## config.mk

```make
export PLATFORM = sky130hd
export DESIGN_NAME = smoothed_frame_rate_meter_top
export DESIGN_NICKNAME = d
export VERILOG_FILES = /design/src/hdl/sfrm_pkg.sv /design/src/hdl/sfrm_div.sv /design/src/hdl/sfrm_dp.sv /design/src/hdl/sfrm_ctrl.sv /design/src/hdl/smoothed_frame_rate_meter_top.sv
export VERILOG_INCLUDE_DIRS = /design/src /design/src/hdl
export SDC_FILE = /design/constraint.sdc
export NUM_CORES = 2
export LEC_CHECK = 0
export BUFFER_PORTS_ARGS = -buffer_cell sky130_fd_sc_hd__buf_2
export CORE_ASPECT_RATIO = 1.25
export CORE_UTILIZATION = 45
export CTS_CLUSTER_DIAMETER = 200
export CTS_CLUSTER_SIZE = 10
export DETAILED_ROUTE_END_ITERATION = 10
export PLACE_DENSITY = 0.61
export SYNTH_ARGS = -nofsm -noshare
export SYNTH_HDL_FRONTEND = slang
export SYNTH_HIERARCHICAL = 1
export SYNTH_SLANG_ARGS = --single-unit
```

## constraint.sdc

```tcl
create_clock -name clk -period 9.3 [get_ports clk]
set_input_delay 0 -clock clk [delete_from_list [all_inputs] [get_ports clk]]
set_output_delay 0 -clock clk [all_outputs]
set_load 0.02 [all_outputs]
```

## src/hdl/smoothed_frame_rate_meter_top_defines.svh

```systemverilog
// assertion macros for the smoothed frame rate meter
// used by the datapath; needs clk and rst in the including module
`ifndef SMOOTHED_FRAME_RATE_METER_TOP_DEFINES_SVH
`define SMOOTHED_FRAME_RATE_METER_TOP_DEFINES_SVH

// same-cycle implication
`define SFRM_ASSERT_SAME(label, ante, cons) \
  label: assert property (@(posedge clk) disable iff (rst) (ante) |-> (cons)) \
    else $error("sfrm assertion failed");

// next-cycle implication
`define SFRM_ASSERT_NEXT(label, ante, cons) \
  label: assert property (@(posedge clk) disable iff (rst) (ante) |=> (cons)) \
    else $error("sfrm assertion failed");

`endif

```

## src/hdl/sfrm_pkg.sv

```systemverilog
// shared types and constants of the smoothed frame rate meter
// no dependencies
package sfrm_pkg;

  localparam int unsigned STAMP_W = 64;
  localparam int unsigned RATE_W  = 48;
  localparam int unsigned SECS_W  = 33;
  localparam int unsigned TICK_W  = 32;
  localparam int unsigned NUM_W   = 49;
  localparam int unsigned CNT_W   = 6;
  localparam int unsigned OUT_W   = 152;
  localparam int unsigned CFG_W   = 64;
  localparam int unsigned ADDR_W  = 4;

  localparam logic [TICK_W-1:0] TICK_RATE_RESET    = 32'd1000;
  localparam logic [RATE_W-1:0] INITIAL_RATE_RESET = 48'd3932160;
  localparam logic [RATE_W-1:0] ONE_Q16            = 48'h0000_0001_0000;
  localparam logic [NUM_W-1:0]  RECIP_NUM          = {1'b1, {(NUM_W-1){1'b0}}};

  // register select, address bit 3
  localparam logic REG_TICK_RATE    = 1'b0;
  localparam logic REG_INITIAL_RATE = 1'b1;

  localparam logic MODE_START = 1'b0;

  typedef enum logic [3:0] {
    ST_IDLE,
    ST_DECODE,
    ST_TICKS_GO,
    ST_TICKS_WAIT,
    ST_INST_GO,
    ST_INST_WAIT,
    ST_RECIP_GO,
    ST_RECIP_WAIT,
    ST_DONE
  } state_t;

  typedef enum logic [1:0] {
    DIV_TICKS,
    DIV_INST,
    DIV_RECIP
  } div_sel_t;

  typedef struct packed {
    logic     capture;
    logic     load_start;
    logic     store_delta;
    logic     div_go;
    div_sel_t div_sel;
    logic     store_ticks;
    logic     blend;
    logic     store_secs;
    logic     emit;
  } cmd_t;

  typedef struct packed {
    logic mode;
    logic same_stamp;
    logic div_done;
    logic out_free;
  } status_t;

endpackage

```

## src/hdl/sfrm_div.sv

```systemverilog
// restoring divider, one quotient bit per cycle
// depends on sfrm_pkg
module sfrm_div
  import sfrm_pkg::*;
(
  input  logic               clk,
  input  logic               rst,
  input  logic               go,
  input  logic [NUM_W-1:0]   num,
  input  logic [STAMP_W-1:0] den,
  output logic               busy,
  output logic               done,
  output logic [NUM_W-1:0]   quot
);

  logic [CNT_W-1:0]   cnt;
  logic [STAMP_W-1:0] rem;
  logic [STAMP_W-1:0] den_r;
  logic [STAMP_W:0]   shifted;
  logic [STAMP_W+1:0] diff;
  logic               fits;

  assign shifted = {rem, quot[NUM_W-1]};
  assign diff    = {1'b0, shifted} - {2'b00, den_r};
  assign fits    = !diff[STAMP_W+1];

  always_ff @(posedge clk) begin
    if (rst) begin
      busy <= 1'b0;
      done <= 1'b0;
      cnt  <= '0;
    end else begin
      done <= 1'b0;
      if (go) begin
        busy <= 1'b1;
        cnt  <= '0;
      end else if (busy) begin
        cnt <= cnt + 1'b1;
        if (cnt == CNT_W'(NUM_W - 1)) begin
          busy <= 1'b0;
          done <= 1'b1;
        end
      end
    end
  end

  always_ff @(posedge clk) begin
    if (go) begin
      rem   <= '0;
      quot  <= num;
      den_r <= den;
    end else if (busy) begin
      rem  <= fits ? diff[STAMP_W-1:0] : shifted[STAMP_W-1:0];
      quot <= {quot[NUM_W-2:0], fits};
    end
  end

endmodule

```

## src/hdl/sfrm_dp.sv

```systemverilog
// datapath: event latch, rate state, shared divider and output word register
// depends on sfrm_pkg, sfrm_div and the assertion macro header
`include "smoothed_frame_rate_meter_top_defines.svh"

module sfrm_dp
  import sfrm_pkg::*;
(
  input  logic               clk,
  input  logic               rst,
  input  cmd_t               cmd,
  output status_t            status,
  input  logic [TICK_W-1:0]  tick_rate,
  input  logic [RATE_W-1:0]  initial_rate,
  input  logic               in_mode,
  input  logic [STAMP_W-1:0] in_stamp,
  output logic               m_tvalid,
  input  logic               m_tready,
  output logic [OUT_W-1:0]   m_tdata
);

  logic               ev_mode;
  logic [STAMP_W-1:0] ev_stamp;
  logic [STAMP_W-1:0] last_stamp;
  logic [RATE_W-1:0]  rate_avg;
  logic [SECS_W-1:0]  period_secs;
  logic [STAMP_W-1:0] period_ticks;

  logic [RATE_W-1:0]  init_clamped;
  logic [RATE_W+2:0]  blend_sum;
  logic [RATE_W-1:0]  blend_val;
  logic [RATE_W-1:0]  blend_clamped;

  logic [NUM_W-1:0]   div_num;
  logic [STAMP_W-1:0] div_den;
  logic               div_busy;
  logic               div_done;
  logic [NUM_W-1:0]   div_quot;

  assign init_clamped  = (initial_rate < ONE_Q16) ? ONE_Q16 : initial_rate;
  assign blend_sum     = {2'b00, rate_avg, 1'b0} + {3'b000, rate_avg} + {2'b00, div_quot};
  assign blend_val     = blend_sum[RATE_W+1:2];
  assign blend_clamped = (blend_val < ONE_Q16) ? ONE_Q16 : blend_val;

  always_comb begin
    unique case (cmd.div_sel)
      DIV_TICKS: begin
        div_num = {(NUM_W-TICK_W)'(0), tick_rate};
        div_den = {(STAMP_W-TICK_W)'(0), rate_avg[RATE_W-1:16]};
      end
      DIV_INST: begin
        div_num = {1'b0, tick_rate, 16'h0000};
        div_den = period_ticks;
      end
      default: begin
        div_num = RECIP_NUM;
        div_den = {(STAMP_W-RATE_W)'(0), rate_avg};
      end
    endcase
  end

  sfrm_div u_div (
    .clk  (clk),
    .rst  (rst),
    .go   (cmd.div_go),
    .num  (div_num),
    .den  (div_den),
    .busy (div_busy),
    .done (div_done),
    .quot (div_quot)
  );

  always_ff @(posedge clk) begin
    if (cmd.capture) begin
      ev_mode  <= in_mode;
      ev_stamp <= in_stamp;
    end
  end

  always_ff @(posedge clk) begin
    if (rst) begin
      last_stamp   <= '0;
      rate_avg     <= INITIAL_RATE_RESET;
      period_secs  <= '0;
      period_ticks <= '0;
    end else begin
      if (cmd.load_start) begin
        rate_avg   <= init_clamped;
        last_stamp <= ev_stamp;
      end
      if (cmd.store_delta) begin
        period_ticks <= ev_stamp - last_stamp;
        last_stamp   <= ev_stamp;
      end
      if (cmd.store_ticks) begin
        period_ticks <= {(STAMP_W-NUM_W)'(0), div_quot};
      end
      if (cmd.blend) begin
        rate_avg <= blend_clamped;
      end
      if (cmd.store_secs) begin
        period_secs <= div_quot[SECS_W-1:0];
      end
    end
  end

  always_ff @(posedge clk) begin
    if (rst) begin
      m_tvalid <= 1'b0;
    end else if (cmd.emit) begin
      m_tvalid <= 1'b1;
    end else if (m_tready) begin
      m_tvalid <= 1'b0;
    end
  end

  always_ff @(posedge clk) begin
    if (cmd.emit) begin
      m_tdata <= {(OUT_W-RATE_W-SECS_W-STAMP_W)'(0), period_ticks, period_secs, rate_avg};
    end
  end

  assign status.mode       = ev_mode;
  assign status.same_stamp = (ev_stamp == last_stamp);
  assign status.div_done   = div_done;
  assign status.out_free   = !m_tvalid || m_tready;

  `SFRM_ASSERT_SAME(a_div_go_idle, cmd.div_go, !div_busy)
  `SFRM_ASSERT_NEXT(a_blend_floor, cmd.blend, rate_avg >= ONE_Q16)
  `SFRM_ASSERT_NEXT(a_start_floor, cmd.load_start, rate_avg >= ONE_Q16)
  `SFRM_ASSERT_SAME(a_emit_free, cmd.emit, !div_busy && (!m_tvalid || m_tready))

endmodule

```

## src/hdl/sfrm_ctrl.sv

```systemverilog
// controller state machine sequencing event decode, divisions and output
// depends on sfrm_pkg
module sfrm_ctrl
  import sfrm_pkg::*;
(
  input  logic    clk,
  input  logic    rst,
  input  logic    s_tvalid,
  output logic    s_tready,
  input  status_t status,
  output cmd_t    cmd
);

  state_t state;
  state_t state_next;

  always_ff @(posedge clk) begin
    if (rst) begin
      state <= ST_IDLE;
    end else begin
      state <= state_next;
    end
  end

  always_comb begin
    state_next  = state;
    cmd         = '0;
    cmd.div_sel = DIV_RECIP;
    s_tready    = 1'b0;
    unique case (state)
      ST_IDLE: begin
        s_tready    = 1'b1;
        cmd.capture = s_tvalid;
        if (s_tvalid) begin
          state_next = ST_DECODE;
        end
      end
      ST_DECODE: begin
        priority if (status.mode == MODE_START) begin
          cmd.load_start = 1'b1;
          state_next     = ST_TICKS_GO;
        end else if (status.same_stamp) begin
          state_next = ST_DONE;
        end else begin
          cmd.store_delta = 1'b1;
          state_next      = ST_INST_GO;
        end
      end
      ST_TICKS_GO: begin
        cmd.div_go  = 1'b1;
        cmd.div_sel = DIV_TICKS;
        state_next  = ST_TICKS_WAIT;
      end
      ST_TICKS_WAIT: begin
        cmd.div_sel = DIV_TICKS;
        if (status.div_done) begin
          cmd.store_ticks = 1'b1;
          state_next      = ST_RECIP_GO;
        end
      end
      ST_INST_GO: begin
        cmd.div_go  = 1'b1;
        cmd.div_sel = DIV_INST;
        state_next  = ST_INST_WAIT;
      end
      ST_INST_WAIT: begin
        cmd.div_sel = DIV_INST;
        if (status.div_done) begin
          cmd.blend  = 1'b1;
          state_next = ST_RECIP_GO;
        end
      end
      ST_RECIP_GO: begin
        cmd.div_go = 1'b1;
        state_next = ST_RECIP_WAIT;
      end
      ST_RECIP_WAIT: begin
        if (status.div_done) begin
          cmd.store_secs = 1'b1;
          state_next     = ST_DONE;
        end
      end
      ST_DONE: begin
        if (status.out_free) begin
          cmd.emit   = 1'b1;
          state_next = ST_IDLE;
        end
      end
      default: begin
        state_next = ST_IDLE;
      end
    endcase
  end

endmodule

```

## src/hdl/smoothed_frame_rate_meter_top.sv

```systemverilog
// Smoothed frame rate meter. Each input word is an event stamped with a 64-bit
// tick count (tuser 0 start, 1 frame) and yields exactly one output word with
// the smoothed rate (Q32.16), seconds per frame (Q1.32) and the last frame
// period in ticks. One event is in flight at a time. A start event or a frame
// event with a new timestamp loads its output word after the decode state, two
// passes of the shared bit-serial divider (a launch and a wait state each) and
// the output state; the next event is accepted once the controller is back in
// idle. A frame event with an unchanged timestamp goes from decode straight to
// the output state. The output word register lets the next event be accepted
// while a result still waits; a result that is still waiting when the next one
// is ready holds the meter until it is taken. Registers are at byte address 0
// (tick_rate) and 8 (initial_rate); the user must write them only while the
// meter is idle, as the meter itself does not enforce this.
// depends on sfrm_pkg, sfrm_ctrl, sfrm_dp
module smoothed_frame_rate_meter_top
  import sfrm_pkg::*;
(
  input  logic               clk,
  input  logic               rst,
  input  logic               s_tvalid,
  output logic               s_tready,
  input  logic [STAMP_W-1:0] s_tdata,   // timestamp
  input  logic               s_tuser,   // mode
  output logic               m_tvalid,
  input  logic               m_tready,
  output logic [OUT_W-1:0]   m_tdata,   // frame_rate, frame_seconds, frame_ticks, zero pad
  input  logic               psel,
  input  logic               penable,
  input  logic               pwrite,
  input  logic [ADDR_W-1:0]  paddr,
  input  logic [CFG_W-1:0]   pwdata,
  output logic [CFG_W-1:0]   prdata,
  output logic               pready
);

  logic [TICK_W-1:0] tick_rate;
  logic [RATE_W-1:0] initial_rate;
  logic              cfg_wr;
  cmd_t              cmd;
  status_t           status;

  assign pready = 1'b1;
  assign cfg_wr = psel && penable && pwrite && pready;

  always_ff @(posedge clk) begin
    if (rst) begin
      tick_rate    <= TICK_RATE_RESET;
      initial_rate <= INITIAL_RATE_RESET;
    end else if (cfg_wr) begin
      unique case (paddr[3])
        REG_TICK_RATE:    tick_rate    <= pwdata[TICK_W-1:0];
        REG_INITIAL_RATE: initial_rate <= pwdata[RATE_W-1:0];
        default:          tick_rate    <= tick_rate;
      endcase
    end
  end

  always_comb begin
    unique case (paddr[3])
      REG_TICK_RATE:    prdata = {(CFG_W-TICK_W)'(0), tick_rate};
      REG_INITIAL_RATE: prdata = {(CFG_W-RATE_W)'(0), initial_rate};
      default:          prdata = '0;
    endcase
  end

  sfrm_ctrl u_ctrl (
    .clk      (clk),
    .rst      (rst),
    .s_tvalid (s_tvalid),
    .s_tready (s_tready),
    .status   (status),
    .cmd      (cmd)
  );

  sfrm_dp u_dp (
    .clk          (clk),
    .rst          (rst),
    .cmd          (cmd),
    .status       (status),
    .tick_rate    (tick_rate),
    .initial_rate (initial_rate),
    .in_mode      (s_tuser),
    .in_stamp     (s_tdata),
    .m_tvalid     (m_tvalid),
    .m_tready     (m_tready),
    .m_tdata      (m_tdata)
  );

endmodule

```

==> flow_results.xml <==
<?xml version="1.0" encoding="UTF-8"?>
<metrics>
  <group name="clock_network">
    <metric name="cts_made_buffers" unit="">78</metric>
    <metric name="cts_max_level" unit="">3</metric>
    <metric name="clk_root_buffer_cell" unit="">clkbuf_16</metric>
    <metric name="tritoncts" unit="">built</metric>
    <metric name="worst_skew_pair_later_pin_latency" unit="ns">0.65</metric>
    <metric name="cts_sinks" unit="">689</metric>
    <metric name="clk_pin_slew" unit="ns">0.06</metric>
    <metric name="clock_tree.buffer_depth" unit="">3</metric>
  </group>
  <group name="synth">
    <metric name="fraction_of_registers_with_async_set_reset" unit="%">0</metric>
    <metric name="netlist_area" unit="mm2">0.0391</metric>
    <metric name="synth-main-ff-cell" unit="">dfxtp_1</metric>
    <metric name="postSynthCellCount" unit="">4081</metric>
    <metric name="synth.top_cell.area_share" unit="%">24.8</metric>
    <metric name="synth_warnings" unit="">6</metric>
    <metric name="synth.distinct_cells" unit="">95</metric>
    <metric name="synthDominantAreaCellType" unit="">edfxtp_1</metric>
    <metric name="ys_top_cells_by_area" unit="">edfxtp_1, dfxtp_1, ha_1, mux2i_1, nand2_1</metric>
    <metric name="postSynthAreaPerCell" unit="um2">9.58</metric>
    <metric name="ys_seq_area_share" unit="%">43.6</metric>
    <metric name="yosys_register_bits" unit="">689</metric>
    <metric name="synth_edf_count" unit="">323</metric>
  </group>
  <group name="critical_path">
    <metric name="crit_buf_inv" unit="">0</metric>
    <metric name="endpoint_kind" unit="">flop</metric>
    <metric name="timing.critical_path.required" unit="ns">9.81</metric>
    <metric name="criticalPathCategory" unit="">reg2reg</metric>
    <metric name="regToRegEndpoint" unit="">u_dp/rate_avg[3]</metric>
    <metric name="critPathSlowestCell" unit="">o31ai_1</metric>
    <metric name="r2r_slack" unit="ns">3.53</metric>
    <metric name="crit_path_cell_trace" unit="">fa_1 &gt; and3_1 &gt; fa_1 &gt; a211oi_1 &gt; o21ai_1 &gt; a21oi_1 &gt; a21boi_1 &gt; o31ai_1 &gt; a21boi_0 &gt; or3_1 &gt; a2111oi_0 &gt; nand4b_1 &gt; nor4b_4 &gt; nand4b_4 &gt; a32o_1</metric>
    <metric name="critical_path.startpoint_type" unit="">flop</metric>
    <metric name="critPathMostFrequentCell" unit="">fa_1</metric>
    <metric name="setup.worst_path.start" unit="">u_dp/rate_avg[1]</metric>
    <metric name="path_max_fanout" unit="">17</metric>
    <metric name="critical_path.reg2reg.startpoint" unit="">u_dp/rate_avg[1]</metric>
    <metric name="cp.arrival" unit="ns">6.28</metric>
    <metric name="cpLargestDelayFamily" unit="">compound AO/OA/AOI/OAI gates</metric>
    <metric name="r2r_cells" unit="">15</metric>
    <metric name="cp_slowest_stage_delay" unit="ns">0.69</metric>
  </group>
  <group name="drt">
    <metric name="dr.first_iter.drc_count" unit="">2922</metric>
    <metric name="post_drt_via_cell_ratio" unit="">5.66</metric>
    <metric name="detail_route.first_pass.iterations" unit="">5</metric>
    <metric name="post-route-drc-count" unit="">0</metric>
    <metric name="vias" unit="">31675</metric>
    <metric name="detail_route.wl_per_cell" unit="um">22.7</metric>
    <metric name="drt.antenna.violating_nets" unit="">0</metric>
    <metric name="postRouteWirelength" unit="um">127000</metric>
  </group>
  <group name="power_and_ir_drop">
    <metric name="p_leak" unit="nW">17.4</metric>
    <metric name="power_per_cell_area" unit="mW/mm2">241</metric>
    <metric name="ir_drop" unit="V">0.000154</metric>
  </group>
  <group name="sta">
    <metric name="fin_skew" unit="ns">0.0337</metric>
    <metric name="clock.fmax" unit="GHz">0.173</metric>
    <metric name="final_period_minus_worst_setup_slack" unit="ns">5.77</metric>
    <metric name="timing_max_transition_violations_final" unit="">0</metric>
    <metric name="finalSetupTns" unit="ns">0</metric>
    <metric name="unrepaired_setup_endpoints_after_global_routing" unit="">false</metric>
    <metric name="layout_worst_path_cycle_share" unit="%">62.0</metric>
    <metric name="final-hold-violation-count" unit="">0</metric>
    <metric name="timing.final.ws_setup" unit="ns">3.53</metric>
    <metric name="setup_viols_final" unit="">0</metric>
    <metric name="relSlewSlack" unit="%">22.4</metric>
    <metric name="worst_slew_pin_slew" unit="ns">1.16</metric>
  </group>
  <group name="die">
    <metric name="die_area" unit="mm2">0.0880</metric>
    <metric name="die_h" unit="um">331</metric>
    <metric name="rows" unit="">120</metric>
    <metric name="fp.coreArea" unit="mm2">0.0859</metric>
    <metric name="io-pin-count" unit="">359</metric>
    <metric name="start_util" unit="%">45.5</metric>
    <metric name="fp.dieW" unit="um">266</metric>
  </group>
  <group name="placement">
    <metric name="gp_routability_congestion" unit="">0.960</metric>
    <metric name="dp_worst_setup_slack" unit="ns">3.64</metric>
    <metric name="post_dp_cell_area" unit="mm2">0.0413</metric>
    <metric name="port-buffer-count" unit="">315</metric>
    <metric name="hpwl" unit="um">94600</metric>
  </group>
  <group name="grt">
    <metric name="grt_ovf" unit="">0</metric>
    <metric name="number_of_global_route_vias_before_repair" unit="">29888</metric>
    <metric name="grt_util_all_layers" unit="%">28.2</metric>
    <metric name="grt_antenna_before_repair" unit="">5</metric>
    <metric name="grt_first_pass_wirelength" unit="um">188000</metric>
    <metric name="pin_count_of_the_biggest_net_entering_global_routing" unit="">98</metric>
  </group>
  <group name="finish">
    <metric name="area_growth_syn_to_layout" unit="%">14.3</metric>
    <metric name="filler_cells" unit="">8018</metric>
    <metric name="antenna_cells_inserted" unit="">0</metric>
    <metric name="final_area" unit="mm2">0.0447</metric>
    <metric name="layout_commonest_cell" unit="">nand2_1</metric>
    <metric name="finish.net_count" unit="">4754</metric>
    <metric name="fin_util" unit="%">52.0</metric>
    <metric name="drive_gt1_share" unit="%">13.1</metric>
    <metric name="most_frequent_cells_in_the_layout" unit="">nand2_1, dfxtp_1, edfxtp_1</metric>
  </group>
  <group name="hold_path">
    <metric name="worstHoldPathType" unit="">in2reg</metric>
    <metric name="hold-path-endpoint" unit="">u_dp/ev_stamp[55]</metric>
    <metric name="worst_hold_startpoint" unit="">s_tdata[55]</metric>
    <metric name="holdPathStages" unit="">2</metric>
  </group>
  <group name="job">
    <metric name="drv_cap" unit="">0</metric>
  </group>
  <group name="outcome">
    <metric name="run_status" unit="">complete, no violations</metric>
  </group>
</metrics>
-- worst max path at each step --
stage / endpoint / slack (ns) / cells after the start
global route: u_dp/rate_avg[4] / 3.15 / 15
finish: u_dp/rate_avg[3] / 3.53 / 15
detailed placement: u_dp/rate_avg[13] / 3.64 / 15
global placement: u_dp/rate_avg[1] / 3.67 / 15
CTS: u_dp/rate_avg[13] / 3.63 / 15
floorplan: u_dp/m_tdata[0] / 1.88 / 4
-- registers in the layout, summed over array words and instances, names as in the netlist --
| name | cells |
|---|---|
| u_dp/m_tdata | 145 |
| u_dp/ev_stamp | 64 |
| u_dp/last_stamp | 64 |
| u_dp/period_ticks | 64 |
| u_dp/u_div/den_r | 64 |
| u_dp/u_div/rem | 64 |
| u_dp/u_div/quot | 49 |
| initial_rate | 48 |
| u_dp/rate_avg | 48 |
| u_dp/period_secs | 33 |
| tick_rate | 32 |
| u_dp/u_div/cnt | 6 |
| u_ctrl/state | 4 |
| u_dp/ev_mode | 1 |
| u_dp/m_tvalid | 1 |
| u_dp/u_div/busy | 1 |
| u_dp/u_div/done | 1 |
-- cell type report --
cell class              count  area, um2  area share, %
clock buffers             130       2170           4.85
clock inverters             5       95.1          0.213
inverters                 199        747           1.67
multi-input cells        2960      20200           45.3
flip-flops and latches    689      17000           38.1
well taps                1159       1450           3.25
repair buffers            459       2960           6.62
-- power by group --
part	internal, mW	switching, mW	total, mW
Combinational	1.51	2.47	3.97
Clock	1.59	1.26	2.86
Sequential	3.57	0.366	3.94
-- cell usage after synthesis (25+ instances only) --
cell        n
nor2b_1    50
nand3_1    43
nand2b_1  134
dfxtp_1   366
o21ai_0   181
and2_1     78
mux2i_1   200
o21ai_1    66
edfxtp_1  323
mux2_2     83
a21o_1     89
a211oi_1  104
fa_1       50
nand2_1   447
inv_1     197
nor2_1    316
a31oi_1    25
xor2_1     78
xnor2_1    89
clkbuf_1  170
nor3_1     36
buf_4      31
o21bai_1   34
a21oi_1   319
ha_1      177
nand4_1    50
-- stage by stage --
| step | cells | power [mW] | hold WS, ns |
|---|---|---|---|
| 5_1_grt | 5601 | 11.3 | 0.0388 |
| 6_report | 5601 | 10.8 | 0.0574 |
| 3_3_place_gp | 5350 | 7.84 | 0.177 |
| 4_1_cts | 5601 | 10.8 | 0.0240 |
| 2_1_floorplan | 4102 | 6.82 | 0.0724 |
| 3_5_place_dp | 5350 | 7.86 | 0.178 |
-- timing repair --
| action | in CTS | in global routing |
|---|---|---|
| endpoints found under the hold margin | 194 | 0 |
| hold buffers | 116 | 0 |
| setup endpoints to repair | 0 | 0 |
| gates resized for setup | 0 | 0 |
| setup buffers | 0 | 0 |
-- per-layer routing --
metal	vias to the layer above	GRT usage [%]	wire length, um	part of all wire [%]
met5	-	0	0	0
met4	0	10.4	4620	3.6
met3	200	3.73	7470	5.9
met2	1075	47.4	61200	48
met1	15338	37.0	53900	42
li1	15062	-	-	-
-- cells by family after synthesis --
family          Yosys count  share of synthesized area, %
compound gates         1031                          17.0
xor+xnor                167                          3.74
fa+ha+maj               227                          8.23
buf+inv                 453                          5.06
flops                   689                          43.6
mux                     283                          7.51
other cells               3                        0.0288
simple gates           1228                          14.8
No activity file was read; power rests on OpenSTA's default activity.
